### config.mk
export PLATFORM = sky130hd
export DESIGN_NAME = ble_adv_filter_device_table_top
export DESIGN_NICKNAME = d
export VERILOG_FILES = /design/src/bleadv_pkg.sv /design/src/bleadv_ram.sv /design/src/bleadv_parse.sv /design/src/bleadv_ctrl.sv /design/src/bleadv_dp.sv /design/src/ble_adv_filter_device_table_top.sv
export SDC_FILE = /design/constraint.sdc
export NUM_CORES = 2
export LEC_CHECK = 0
export BUFFER_PORTS_ARGS = -buffer_cell sky130_fd_sc_hd__buf_4
export CAP_MARGIN = 30
export CORE_MARGIN = 8
export CORE_UTILIZATION = 62
export CTS_CLUSTER_SIZE = 20
export DETAILED_ROUTE_END_ITERATION = 10
export HOLD_SLACK_MARGIN = 0.02
export PLACE_DENSITY = 0.79
export REMOVE_ABC_BUFFERS = 1
export SYNTH_ARGS = -nofsm -noshare
export SYNTH_HDL_FRONTEND = slang
export SYNTH_SLANG_ARGS = --single-unit
### constraint.sdc
create_clock -name clock -period 19 [get_ports clock]
set_input_delay 0.95 -clock clock [delete_from_list [all_inputs] [get_ports clock]]
set_output_delay 0.95 -clock clock [all_outputs]
set_load 0.01 [all_outputs]
### src/bleadv_pkg.sv
// Shared types and constants for the BLE advertising filter with device table.
// Holds payload structs, table entry layout, opcodes and the controller/datapath links.
// No dependencies.
package bleadv_pkg;

   localparam int MAX_DEVICES_DEFAULT = 16;
   localparam int MAX_REPORT_BYTES    = 31;

   localparam logic [23:0] VENDOR_PREFIX_RESET = 24'h0025DF;
   localparam logic [15:0] SERVICE_UUID_RESET  = 16'hFE6C;

   // request opcodes
   localparam logic [1:0] OP_AD_BYTE      = 2'd0;
   localparam logic [1:0] OP_EMPTY_REPORT = 2'd1;
   localparam logic [1:0] OP_READ_ENTRY   = 2'd2;

   // result status codes
   localparam logic [2:0] RSP_NO_MATCH   = 3'd0;
   localparam logic [2:0] RSP_UPDATED    = 3'd1;
   localparam logic [2:0] RSP_ADDED      = 3'd2;
   localparam logic [2:0] RSP_TABLE_FULL = 3'd3;
   localparam logic [2:0] RSP_READ_DATA  = 3'd4;

   typedef struct packed {
      logic [1:0]         opcode;
      logic [7:0]         ad_byte;
      logic               last_byte;
      logic [47:0]        device_address;
      logic [1:0]         addr_kind;
      logic signed [7:0]  signal_level;
      logic [31:0]        now_tick;
      logic [3:0]         read_index;
   } req_type;

   typedef struct packed {
      logic [2:0]         status;
      logic [3:0]         entry_index;
      logic [4:0]         entry_count;
      logic [47:0]        entry_address;
      logic [1:0]         entry_addr_kind;
      logic signed [7:0]  entry_signal;
      logic [31:0]        added_tick;
      logic [31:0]        latest_tick;
      logic [31:0]        hits;
      logic               named;
   } rsp_type;

   // one device table row
   typedef struct packed {
      logic [47:0]        address;
      logic [1:0]         kind;
      logic signed [7:0]  signal;
      logic [31:0]        first;
      logic [31:0]        last;
      logic [31:0]        hits;
      logic               named;
   } entry_type;

   // controller to datapath
   typedef struct packed {
      logic parse;       // walk one AD byte
      logic finish;      // capture report context, clear parse state, restart scan
      logic empty;       // report carries no AD bytes
      logic read_start;  // latch read index, fetch entry
      logic scan_step;   // fetch next table entry
      logic commit;      // apply decision, write table, load result
      logic read_done;   // load read result
   } ctrl_cmd_type;

   // datapath to controller
   typedef struct packed {
      logic decide;      // scan has reached its outcome
      logic out_free;    // result register can take a new item
   } dp_status_type;

endpackage

### src/bleadv_ram.sv
// Generic single-write, single-read RAM with registered read data.
// No dependencies.
module bleadv_ram #(
   parameter int WIDTH = 8,
   parameter int DEPTH = 16,
   localparam int ADDR_W = (DEPTH > 1) ? $clog2(DEPTH) : 1
) (
   input  logic              clock,
   input  logic              wr_en,
   input  logic [ADDR_W-1:0] wr_addr,
   input  logic [WIDTH-1:0]  wr_data,
   input  logic              rd_en,
   input  logic [ADDR_W-1:0] rd_addr,
   output logic [WIDTH-1:0]  rd_data
);

   logic [WIDTH-1:0] mem_ff [DEPTH];
   logic [WIDTH-1:0] rd_data_ff;

   always_ff @(posedge clock) begin
      if (wr_en) begin
         mem_ff[wr_addr] <= wr_data;
      end
      if (rd_en) begin
         rd_data_ff <= mem_ff[rd_addr];
      end
   end

   assign rd_data = rd_data_ff;

endmodule

### src/bleadv_parse.sv
// Length-type walker over the AD bytes of one advertising report.
// Depends on bleadv_pkg.
module bleadv_parse
   import bleadv_pkg::*;
(
   input  logic        clock,
   input  logic        reset,
   input  logic        step,
   input  logic        clear,
   input  logic [7:0]  ad_byte,
   input  logic [15:0] service_uuid,
   output logic        report_match,
   output logic        report_named
);

   localparam logic [7:0] AD_UUID16_PARTIAL  = 8'h02;
   localparam logic [7:0] AD_UUID16_COMPLETE = 8'h03;
   localparam logic [7:0] AD_SERVICE_DATA16  = 8'h16;
   localparam logic [7:0] AD_NAME_SHORT      = 8'h08;
   localparam logic [7:0] AD_NAME_COMPLETE   = 8'h09;

   logic [7:0] pos_ff, pos_in;
   logic [7:0] start_ff, start_in;
   logic [7:0] len_ff, len_in;
   logic [7:0] type_ff, type_in;
   logic [7:0] low_ff, low_in;
   logic       pm_ff, pm_in;
   logic       rm_ff, rm_in;
   logic       pn_ff, pn_in;
   logic       rn_ff, rn_in;
   logic       stop_ff, stop_in;

   logic [7:0]  off;
   logic [15:0] uuid;
   logic        pm_tmp;
   logic        pn_tmp;

   assign off  = pos_ff - start_ff;
   assign uuid = {ad_byte, low_ff};

   always_comb begin
      pos_in   = pos_ff;
      start_in = start_ff;
      len_in   = len_ff;
      type_in  = type_ff;
      low_in   = low_ff;
      pm_in    = pm_ff;
      rm_in    = rm_ff;
      pn_in    = pn_ff;
      rn_in    = rn_ff;
      stop_in  = stop_ff;
      pm_tmp   = pm_ff;
      pn_tmp   = pn_ff;

      if (step && !stop_ff) begin
         if (pos_ff >= 8'(MAX_REPORT_BYTES)) begin
            stop_in = 1'b1;
         end else if (off == 8'd0) begin
            len_in = ad_byte;
            pm_in  = 1'b0;
            pn_in  = 1'b0;
            if (ad_byte == 8'd0) begin
               stop_in = 1'b1;
            end
         end else begin
            if (off == 8'd1) begin
               type_in = ad_byte;
               if (ad_byte inside {AD_NAME_SHORT, AD_NAME_COMPLETE}) begin
                  pn_tmp = 1'b1;
               end
            end else if (!off[0]) begin
               low_in = ad_byte;
            end else if (uuid == service_uuid) begin
               if (type_ff inside {AD_UUID16_PARTIAL, AD_UUID16_COMPLETE}) begin
                  pm_tmp = 1'b1;
               end
               if (type_ff == AD_SERVICE_DATA16 && off == 8'd3) begin
                  pm_tmp = 1'b1;
               end
            end
            pm_in = pm_tmp;
            pn_in = pn_tmp;
            // structure closes inside the report: fold its findings in
            if (off == len_ff) begin
               rm_in    = rm_ff | pm_tmp;
               rn_in    = rn_ff | pn_tmp;
               pm_in    = 1'b0;
               pn_in    = 1'b0;
               start_in = pos_ff + 8'd1;
            end
         end
      end

      if (step && pos_ff != 8'hFF) begin
         pos_in = pos_ff + 8'd1;
      end

      report_match = rm_in;
      report_named = rn_in;

      if (clear) begin
         pos_in   = '0;
         start_in = '0;
         len_in   = '0;
         type_in  = '0;
         low_in   = '0;
         pm_in    = 1'b0;
         rm_in    = 1'b0;
         pn_in    = 1'b0;
         rn_in    = 1'b0;
         stop_in  = 1'b0;
      end
   end

   always_ff @(posedge clock) begin
      if (reset) begin
         pos_ff   <= '0;
         start_ff <= '0;
         len_ff   <= '0;
         type_ff  <= '0;
         low_ff   <= '0;
         pm_ff    <= 1'b0;
         rm_ff    <= 1'b0;
         pn_ff    <= 1'b0;
         rn_ff    <= 1'b0;
         stop_ff  <= 1'b0;
      end else begin
         pos_ff   <= pos_in;
         start_ff <= start_in;
         len_ff   <= len_in;
         type_ff  <= type_in;
         low_ff   <= low_in;
         pm_ff    <= pm_in;
         rm_ff    <= rm_in;
         pn_ff    <= pn_in;
         rn_ff    <= rn_in;
         stop_ff  <= stop_in;
      end
   end

endmodule

### src/bleadv_ctrl.sv
// Controller state machine: request acceptance, table scan sequencing, result hand-off.
// Depends on bleadv_pkg.
module bleadv_ctrl
   import bleadv_pkg::*;
(
   input  logic          clock,
   input  logic          reset,
   input  logic          req_valid,
   input  logic [1:0]    opcode,
   input  logic          last_byte,
   input  dp_status_type status,
   output logic          req_ready,
   output ctrl_cmd_type  cmd
);

   typedef enum logic [1:0] {
      S_IDLE,
      S_SCAN,
      S_READ
   } state_type;

   state_type state_ff, state_in;
   logic      ready_ff;
   logic      accept;

   assign accept    = req_valid && ready_ff;
   assign req_ready = ready_ff;

   always_comb begin
      cmd      = '0;
      state_in = state_ff;
      case (state_ff)
         S_IDLE: begin
            if (accept) begin
               case (opcode)
                  OP_AD_BYTE: begin
                     cmd.parse = 1'b1;
                     if (last_byte) begin
                        cmd.finish = 1'b1;
                        state_in   = S_SCAN;
                     end
                  end
                  OP_EMPTY_REPORT: begin
                     cmd.finish = 1'b1;
                     cmd.empty  = 1'b1;
                     state_in   = S_SCAN;
                  end
                  OP_READ_ENTRY: begin
                     cmd.read_start = 1'b1;
                     state_in       = S_READ;
                  end
                  default: begin
                  end
               endcase
            end
         end
         S_SCAN: begin
            if (!status.decide) begin
               cmd.scan_step = 1'b1;
            end else if (status.out_free) begin
               cmd.commit = 1'b1;
               state_in   = S_IDLE;
            end
         end
         S_READ: begin
            if (status.out_free) begin
               cmd.read_done = 1'b1;
               state_in      = S_IDLE;
            end
         end
         default: begin
            state_in = S_IDLE;
         end
      endcase
   end

   always_ff @(posedge clock) begin
      if (reset) begin
         state_ff <= S_IDLE;
         ready_ff <= 1'b1;
      end else begin
         state_ff <= state_in;
         ready_ff <= (state_in == S_IDLE);
      end
   end

endmodule

### src/bleadv_dp.sv
// Datapath: parser, report context, device table memory, scan compare and result register.
// Depends on bleadv_pkg, bleadv_parse and bleadv_ram.
module bleadv_dp
   import bleadv_pkg::*;
#(
   parameter int MAX_DEVICES = MAX_DEVICES_DEFAULT
) (
   input  logic          clock,
   input  logic          reset,
   input  ctrl_cmd_type  cmd,
   output dp_status_type status,
   input  req_type       req_payload,
   input  logic [23:0]   vendor_prefix,
   input  logic [15:0]   service_uuid,
   output logic          rsp_valid,
   input  logic          rsp_ready,
   output rsp_type       rsp_payload
);

   localparam int IDX_W = (MAX_DEVICES > 1) ? $clog2(MAX_DEVICES) : 1;
   localparam int CNT_W = $clog2(MAX_DEVICES + 1);
   localparam int CMP_W = (CNT_W > 4) ? CNT_W : 4;

   // report context
   logic [47:0]       addr_ff;
   logic [1:0]        kind_ff;
   logic signed [7:0] signal_ff;
   logic [31:0]       tick_ff;
   logic              match_ff;
   logic              named_ff;
   logic [3:0]        read_idx_ff;

   // table scan
   logic [CNT_W-1:0]  count_ff, count_in;
   logic [CNT_W-1:0]  scan_ff, scan_in;
   logic              cmp_valid_ff, cmp_valid_in;
   logic [IDX_W-1:0]  cmp_idx_ff, cmp_idx_in;

   // result register
   logic              rsp_valid_ff, rsp_valid_in;
   rsp_type           rsp_ff, rsp_in;

   logic              parse_match;
   logic              parse_named;
   logic              oui_hit;
   logic              issue;
   logic              hit;
   logic              out_free;
   logic              read_valid;

   logic              ram_wr_en;
   logic [IDX_W-1:0]  ram_wr_addr;
   entry_type         ram_wr_data;
   logic              ram_rd_en;
   logic [IDX_W-1:0]  ram_rd_addr;
   entry_type         ram_rd_data;

   entry_type         upd_entry;
   entry_type         new_entry;

   bleadv_parse u_parse (
      .clock        (clock),
      .reset        (reset),
      .step         (cmd.parse),
      .clear        (cmd.finish),
      .ad_byte      (req_payload.ad_byte),
      .service_uuid (service_uuid),
      .report_match (parse_match),
      .report_named (parse_named)
   );

   bleadv_ram #(
      .WIDTH ($bits(entry_type)),
      .DEPTH (MAX_DEVICES)
   ) u_table (
      .clock   (clock),
      .wr_en   (ram_wr_en),
      .wr_addr (ram_wr_addr),
      .wr_data (ram_wr_data),
      .rd_en   (ram_rd_en),
      .rd_addr (ram_rd_addr),
      .rd_data (ram_rd_data)
   );

   assign oui_hit    = (req_payload.device_address[47:24] == vendor_prefix);
   assign issue      = (scan_ff < count_ff);
   assign hit        = match_ff && cmp_valid_ff && (ram_rd_data.address == addr_ff);
   assign out_free   = !rsp_valid_ff || rsp_ready;
   assign read_valid = (CMP_W'(read_idx_ff) < CMP_W'(count_ff));

   assign status.decide   = !match_ff || hit || !issue;
   assign status.out_free = out_free;

   assign ram_rd_en   = cmd.read_start || (cmd.scan_step && issue);
   assign ram_rd_addr = cmd.read_start ? IDX_W'(req_payload.read_index) : scan_ff[IDX_W-1:0];

   always_comb begin
      upd_entry        = ram_rd_data;
      upd_entry.signal = signal_ff;
      upd_entry.last   = tick_ff;
      if (ram_rd_data.hits != 32'hFFFF_FFFF) begin
         upd_entry.hits = ram_rd_data.hits + 32'd1;
      end

      new_entry.address = addr_ff;
      new_entry.kind    = kind_ff;
      new_entry.signal  = signal_ff;
      new_entry.first   = tick_ff;
      new_entry.last    = tick_ff;
      new_entry.hits    = 32'd1;
      new_entry.named   = named_ff;
   end

   always_comb begin
      count_in     = count_ff;
      scan_in      = scan_ff;
      cmp_valid_in = cmp_valid_ff;
      cmp_idx_in   = cmp_idx_ff;
      rsp_valid_in = rsp_valid_ff && !rsp_ready;
      rsp_in       = rsp_ff;
      ram_wr_en    = 1'b0;
      ram_wr_addr  = cmp_idx_ff;
      ram_wr_data  = upd_entry;

      if (cmd.finish) begin
         scan_in      = '0;
         cmp_valid_in = 1'b0;
      end

      if (cmd.scan_step) begin
         cmp_valid_in = issue;
         cmp_idx_in   = scan_ff[IDX_W-1:0];
         if (issue) begin
            scan_in = scan_ff + CNT_W'(1);
         end
      end

      if (cmd.commit) begin
         rsp_valid_in       = 1'b1;
         rsp_in             = '0;
         rsp_in.entry_count = 5'(count_ff);
         if (!match_ff) begin
            rsp_in.status = RSP_NO_MATCH;
         end else if (hit) begin
            ram_wr_en              = 1'b1;
            rsp_in.status          = RSP_UPDATED;
            rsp_in.entry_index     = 4'(cmp_idx_ff);
            rsp_in.entry_address   = upd_entry.address;
            rsp_in.entry_addr_kind = upd_entry.kind;
            rsp_in.entry_signal    = upd_entry.signal;
            rsp_in.added_tick      = upd_entry.first;
            rsp_in.latest_tick     = upd_entry.last;
            rsp_in.hits            = upd_entry.hits;
            rsp_in.named           = upd_entry.named;
         end else if (count_ff < CNT_W'(MAX_DEVICES)) begin
            ram_wr_en              = 1'b1;
            ram_wr_addr            = count_ff[IDX_W-1:0];
            ram_wr_data            = new_entry;
            count_in               = count_ff + CNT_W'(1);
            rsp_in.status          = RSP_ADDED;
            rsp_in.entry_index     = 4'(count_ff);
            rsp_in.entry_count     = 5'(count_in);
            rsp_in.entry_address   = new_entry.address;
            rsp_in.entry_addr_kind = new_entry.kind;
            rsp_in.entry_signal    = new_entry.signal;
            rsp_in.added_tick      = new_entry.first;
            rsp_in.latest_tick     = new_entry.last;
            rsp_in.hits            = new_entry.hits;
            rsp_in.named           = new_entry.named;
         end else begin
            rsp_in.status = RSP_TABLE_FULL;
         end
      end

      if (cmd.read_done) begin
         rsp_valid_in       = 1'b1;
         rsp_in             = '0;
         rsp_in.status      = RSP_READ_DATA;
         rsp_in.entry_index = read_idx_ff;
         rsp_in.entry_count = 5'(count_ff);
         if (read_valid) begin
            rsp_in.entry_address   = ram_rd_data.address;
            rsp_in.entry_addr_kind = ram_rd_data.kind;
            rsp_in.entry_signal    = ram_rd_data.signal;
            rsp_in.added_tick      = ram_rd_data.first;
            rsp_in.latest_tick     = ram_rd_data.last;
            rsp_in.hits            = ram_rd_data.hits;
            rsp_in.named           = ram_rd_data.named;
         end
      end
   end

   // payload captures, scan position and result data, no reset needed
   always_ff @(posedge clock) begin
      if (cmd.finish) begin
         addr_ff   <= req_payload.device_address;
         kind_ff   <= req_payload.addr_kind;
         signal_ff <= req_payload.signal_level;
         tick_ff   <= req_payload.now_tick;
         match_ff  <= oui_hit || (!cmd.empty && parse_match);
         named_ff  <= !cmd.empty && parse_named;
      end
      if (cmd.read_start) begin
         read_idx_ff <= req_payload.read_index;
      end
      scan_ff    <= scan_in;
      cmp_idx_ff <= cmp_idx_in;
      rsp_ff     <= rsp_in;
   end

   always_ff @(posedge clock) begin
      if (reset) begin
         count_ff     <= '0;
         cmp_valid_ff <= 1'b0;
         rsp_valid_ff <= 1'b0;
      end else begin
         count_ff     <= count_in;
         cmp_valid_ff <= cmp_valid_in;
         rsp_valid_ff <= rsp_valid_in;
      end
   end

   assign rsp_valid   = rsp_valid_ff;
   assign rsp_payload = rsp_ff;

endmodule

### src/ble_adv_filter_device_table_top.sv
// Top level of the BLE advertising filter with device table: register port and wiring.
// Depends on bleadv_pkg, bleadv_ctrl and bleadv_dp.
//
// Feed advertising reports one AD byte per item (opcode 0, last_byte marks the final
// byte), or a report with no AD bytes as a single opcode 1 item; opcode 2 reads one
// table entry and opcode 3 is ignored. AD bytes that are not the last of a report are
// taken one per clock and produce no result. A matching report end scans the device table,
// which sits in a single-read-port memory with a registered read, one entry per cycle,
// before the next item is taken, and always yields one result. Results leave through
// an output register, so a waiting result does not hold back AD bytes. The table
// needs no clearing after reset: only entries below the device count are ever used.
// Write vendor_prefix (address 0) and service_uuid (address 4) only while no report
// is in progress and no result is pending.
module ble_adv_filter_device_table_top
   import bleadv_pkg::*;
#(
   parameter int MAX_DEVICES = MAX_DEVICES_DEFAULT
) (
   input  logic        clock,
   input  logic        reset,

   // request channel
   input  logic        req_valid,
   output logic        req_ready,
   input  req_type     req_payload,

   // result channel
   output logic        rsp_valid,
   input  logic        rsp_ready,
   output rsp_type     rsp_payload,

   // register port
   input  logic        csr_psel,
   input  logic        csr_penable,
   input  logic        csr_pwrite,
   input  logic [2:0]  csr_paddr,
   input  logic [31:0] csr_pwdata,
   output logic [31:0] csr_prdata,
   output logic        csr_pready
);

   // register index is address bit 2
   localparam logic REG_VENDOR_PREFIX = 1'b0;
   localparam logic REG_SERVICE_UUID  = 1'b1;

   logic [23:0]   prefix_ff;
   logic [15:0]   uuid_ff;
   logic          csr_write;
   ctrl_cmd_type  cmd;
   dp_status_type status;

   // no wait states on the register port
   assign csr_pready = 1'b1;
   assign csr_write  = csr_psel && csr_penable && csr_pwrite && csr_pready;

   always_ff @(posedge clock) begin
      if (reset) begin
         prefix_ff <= VENDOR_PREFIX_RESET;
         uuid_ff   <= SERVICE_UUID_RESET;
      end else if (csr_write) begin
         case (csr_paddr[2])
            REG_VENDOR_PREFIX: prefix_ff <= csr_pwdata[23:0];
            REG_SERVICE_UUID:  uuid_ff   <= csr_pwdata[15:0];
            default: begin
            end
         endcase
      end
   end

   // read back zero-extended register contents
   always_comb begin
      case (csr_paddr[2])
         REG_VENDOR_PREFIX: csr_prdata = {8'd0, prefix_ff};
         REG_SERVICE_UUID:  csr_prdata = {16'd0, uuid_ff};
         default:           csr_prdata = '0;
      endcase
   end

   // sequence acceptance, scan and result hand-off
   bleadv_ctrl u_ctrl (
      .clock     (clock),
      .reset     (reset),
      .req_valid (req_valid),
      .opcode    (req_payload.opcode),
      .last_byte (req_payload.last_byte),
      .status    (status),
      .req_ready (req_ready),
      .cmd       (cmd)
   );

   // parse, hold the table, build results
   bleadv_dp #(
      .MAX_DEVICES (MAX_DEVICES)
   ) u_dp (
      .clock         (clock),
      .reset         (reset),
      .cmd           (cmd),
      .status        (status),
      .req_payload   (req_payload),
      .vendor_prefix (prefix_ff),
      .service_uuid  (uuid_ff),
      .rsp_valid     (rsp_valid),
      .rsp_ready     (rsp_ready),
      .rsp_payload   (rsp_payload)
   );

endmodule

==> flow_summary.rst <==
.. list-table::
   :header-rows: 1

   * - Metric
     - Value
   * - Status
     - completed
   * - Starting density of the core
     - 62.2%
   * - Simple-gate area share of the yosys netlist
     - 7.12%
   * - Post-synth EDFFs
     - between 2k and 3k
   * - Largest net degree at the start of global routing
     - ~180
   * - Ports placed on the boundary
     - 349
   * - Required time of the worst setup path
     - between 15 and 20 ns
   * - Number of buffers and inverters on the critical path
     - 3
   * - PnR worst setup slack
     - 12.46 ns
   * - Crit-path most repeated cell
     - buf_4
   * - Antenna violations before repair
     - 10
   * - Number of global-route vias before repair
     - 70.1k
   * - Count of input and output buffers
     - between 300 and 400
   * - Final wirelength
     - 304 mm
   * - Setup Crit Path Kind
     - flip-flop to flip-flop
   * - Die W
     - 455 µm
   * - Share of total power in sequential cells
     - between 50% and 60%
   * - Sequential fraction of the synthesis area
     - 74.5%
   * - Total setup violations reported at the end of the flow
     - 0
   * - Fraction of layout cells with a size suffix above 1
     - around 15%
   * - Commonest register cell after synthesis
     - edfxtp_1
   * - Syn. warnings
     - 0
   * - Post-synthesis cell type with the largest combined area
     - edfxtp_1
   * - Tightest Pin Transition
     - 1.15 ns
   * - Total chip power
     - 13.7 mW
   * - Minimum period implied by the final worst setup slack
     - 6.54 ns
   * - Hold/Removal Path Class
     - input port to flip-flop
   * - CTS tree
     - built
   * - Die Y
     - 455 µm
   * - # hold bufs at CTS
     - 0
   * - Part of the cycle the worst path needs
     - 34.4%
   * - Final Cell Area
     - 135000 µm²
   * - Slew Limit Fails
     - 0
   * - Total number of vias
     - 70.4k
   * - Final #Nets
     - 7918
   * - Commonest cells after routing, fill and taps aside
     - edfxtp_1, nand2_1, mux2i_1, buf_4, nand3_1
   * - Max capacitance violation total
     - 0
   * - Async SR Flop Fraction
     - 0%
   * - Count of TritonRoute iterations in the first routing pass
     - 6
   * - Fillers
     - 11.7k
   * - VDD IR-drop max
     - about 68 µV
   * - Kind of start point of the critical path
     - flip-flop
   * - Flip-flop and latch count after synthesis
     - 3002
   * - Cell row count
     - roughly 160
   * - Kind of end point of the critical path
     - flip-flop
   * - # clock sinks
     - 3002
   * - Number of instances in the synthesized netlist
     - approximately 7.5k
   * - Total core area
     - approximately 190000 µm²
   * - Reg2Reg Setup Slack
     - 12.46 ns
   * - Syn Area/Cell
     - 16.0 µm²
   * - Worst-case setup slack after placement
     - 12.38 ns
   * - Number of buffers created by CTS
     - about 310
   * - Number of library cell types mapped by synthesis
     - 71
   * - Switching component of the power
     - approximately 2.9 mW
   * - Number of H-tree branching levels
     - 5
   * - Clock tree root driver cell
     - clkbuf_16
   * - Worst skew pair latency
     - roughly 0.93 ns
   * - HPWL after detailed placement
     - 152 mm
   * - Area post-placement
     - 125000 µm²
   * - Wire length of the first global-routing pass
     - 441 mm
   * - Static leakage
     - approximately 44 nW
   * - Average detailed-routed wire length per instance
     - between 20 and 30 µm
   * - Share of the synthesized netlist area taken by xor and xnor gates
     - 0.993%
   * - Area growth from synthesis to final layout
     - 12.6%
   * - Number of failing hold endpoints at the final stage
     - 0
   * - DR iter-0 viols
     - 10.0k
   * - Vias/cell
     - 6.70
   * - Cell with the largest stage delay on the worst path
     - buf_4
   * - DRC violation count after routing
     - 0
   * - Arithmetic-cell share of the synthesized area counting full adders, half adders and majority gates
     - 0.236%
   * - Overall die area
     - 207000 µm²
   * - Post-Syn Area
     - 120000 µm²
   * - Cell chain of the critical path
     - xor2_1 -> nor4_1 -> nand4_1 -> or4_1 -> o211ai_2 -> o2111ai_1 -> a21oi_4 -> buf_4 -> buf_4 -> buf_16
   * - Setup repair after global routing missed its margin
     - no
   * - Residual overflow from global routing
     - 0
   * - Cell types occupying the most area after synthesis
     - edfxtp_1, mux2i_1, nand2_1, mux4_2, a311oi_1
   * - Total Routing Usage GR
     - 28.4%
   * - Final weighted congestion in routability-driven placement
     - 0.832
   * - Portion of synthesized cell area occupied by the leading cell type
     - 72.8%
   * - CTS-repair resized insts
     - 0
   * - Max-Slew Margin vs Limit
     - 23.0%
   * - Most common library cell in the layout ignoring fill and taps
     - edfxtp_1
   * - Clock Power Share
     - 42.0%
   * - Final antenna-violating net count
     - 0
   * - Peak per-stage delay on the critical path
     - 0.94 ns
   * - # Post-CTS Setup Buffers
     - 0
   * - Worst-path fanout max
     - between 40 and 50
   * - Crit path max-delay family
     - simple AND/OR/NAND/NOR gates
   * - Data arrival time at the worst-slack endpoint
     - 7.12 ns
   * - Mux share of post-synthesis cell area
     - 9.17%
   * - Dominant combinational cell family by area after synthesis
     - multiplexers
   * - Timing-limited maximum frequency
     - 153 MHz
   * - Fin Clk Skew
     - 0.0540 ns
   * - Reg clk slew, reported paths
     - ~0.060 ns
   * - Pint
     - between 10 and 15 mW
   * - Cell Pwr Density
     - just over 100 nW/µm²
   * - Buffer depth of the longest clock path
     - 4
   * - Net switching share of the total power
     - between 20% and 30%
   * - Comb power frac
     - 4.7%
   * - Compound-gate portion of the synthesized area
     - 6.05%
==> state kept, by name, summed over array words and instances, names as in the netlist, 16 cells and up <==
name	flops
u_dp.addr_ff	48
u_dp.u_table.rd_data	155
u_dp.tick_ff	32
u_dp.rsp_payload	167
prefix_ff	24
uuid_ff	16
u_dp.u_table.mem_ff	2480
==> routing by layer <==
layer	track usage, %	share of wire (%)	vias to the layer above
li1	-	-	29700
met1	37.9	37	35300
met2	46.4	48	4614
met3	4.97	10	738
met4	12.9	4.7	4
met5	0	0.0076	-
==> through the flow <==
step	hold slack, ns	TNS [ns]	instances	util, %
2_1_floorplan	0.425	-2760.69	6969	-
3_3_place_gp	0.436	0	9939	64.8
3_5_place_dp	0.449	0	9955	65.0
4_1_cts	0.135	0	10500	69.9
5_1_grt	0.161	0	10500	70.1
6_report	0.187	0	10500	70.1
==> logic make-up after synthesis <==
family	Yosys count
DFF	3002
adders and majority gates	22
and+or+nand+nor	1894
muxes	880
AOI/OAI and AO/OA	983
buffers and inverters	557
other	2
xor gates and xnor gates	134
==> synth_stat cells, drive strengths merged (19+ instances only) <==
library cell,instances
nand3,369
nor2b,19
ha,21
o21ai,46
a22o,123
mux2i,617
nor2,82
and3,168
nand4,41
xnor2,73
buf,130
nand3b,26
inv,45
a311oi,311
nand2,1084
xor2,60
a211oi,164
a21oi,253
mux2,100
nor3,31
nor4,20
clkbuf,382
dfxtp,103
mux4,163
edfxtp,2899
==> area by class of cell <==
class | instances | area [µm²] | area share (%)
Antenna cell | 12 | 30.0 | 0.0223
Clock buffer | 371 | 8090 | 6.01
Clock inverter | 155 | 1380 | 1.02
Inverter | 45 | 174 | 0.129
Multi-Input combinational cell | 3922 | 28600 | 21.2
Sequential cell | 3002 | 89100 | 66.2
Tap cell | 2526 | 3160 | 2.35
Timing Repair Buffer | 472 | 4170 | 3.10
==> power by group through the flow <==
stage	Sequential, mW	Combinational (mW)	Clock [mW]
final	7.33	0.647	5.77
after global routing	7.33	0.690	6.06
after CTS	7.33	0.636	5.81
after detailed placement	7.47	0.629	0
after global placement	7.47	0.611	0
after floorplan	7.47	0.674	0
==> worst register-to-register path, delay by kind of cell, from the launching register on <==
family | cells | cell delay (ns)
and+or+nand+nor | 3 | 1.87
buffers and inverters | 3 | 1.77
DFF | 1 | 0.50
xor gates and xnor gates | 1 | 0.25
AOI/OAI and AO/OA | 3 | 1.79
==> worst paths after layout <==
kind | startpoint | end | cells after the start
min reg2reg | u_dp.u_parse.pn_ff | u_dp.u_parse.pn_ff | 2
max reg2reg | u_dp.addr_ff[39] | u_dp.u_table.mem_ff[14][140] | 10
min | req_payload[8] | u_dp.tick_ff[4] | 1
max | u_dp.addr_ff[39] | u_dp.u_table.mem_ff[14][140] | 10
Note: power is estimated with default switching activity, not from simulation.
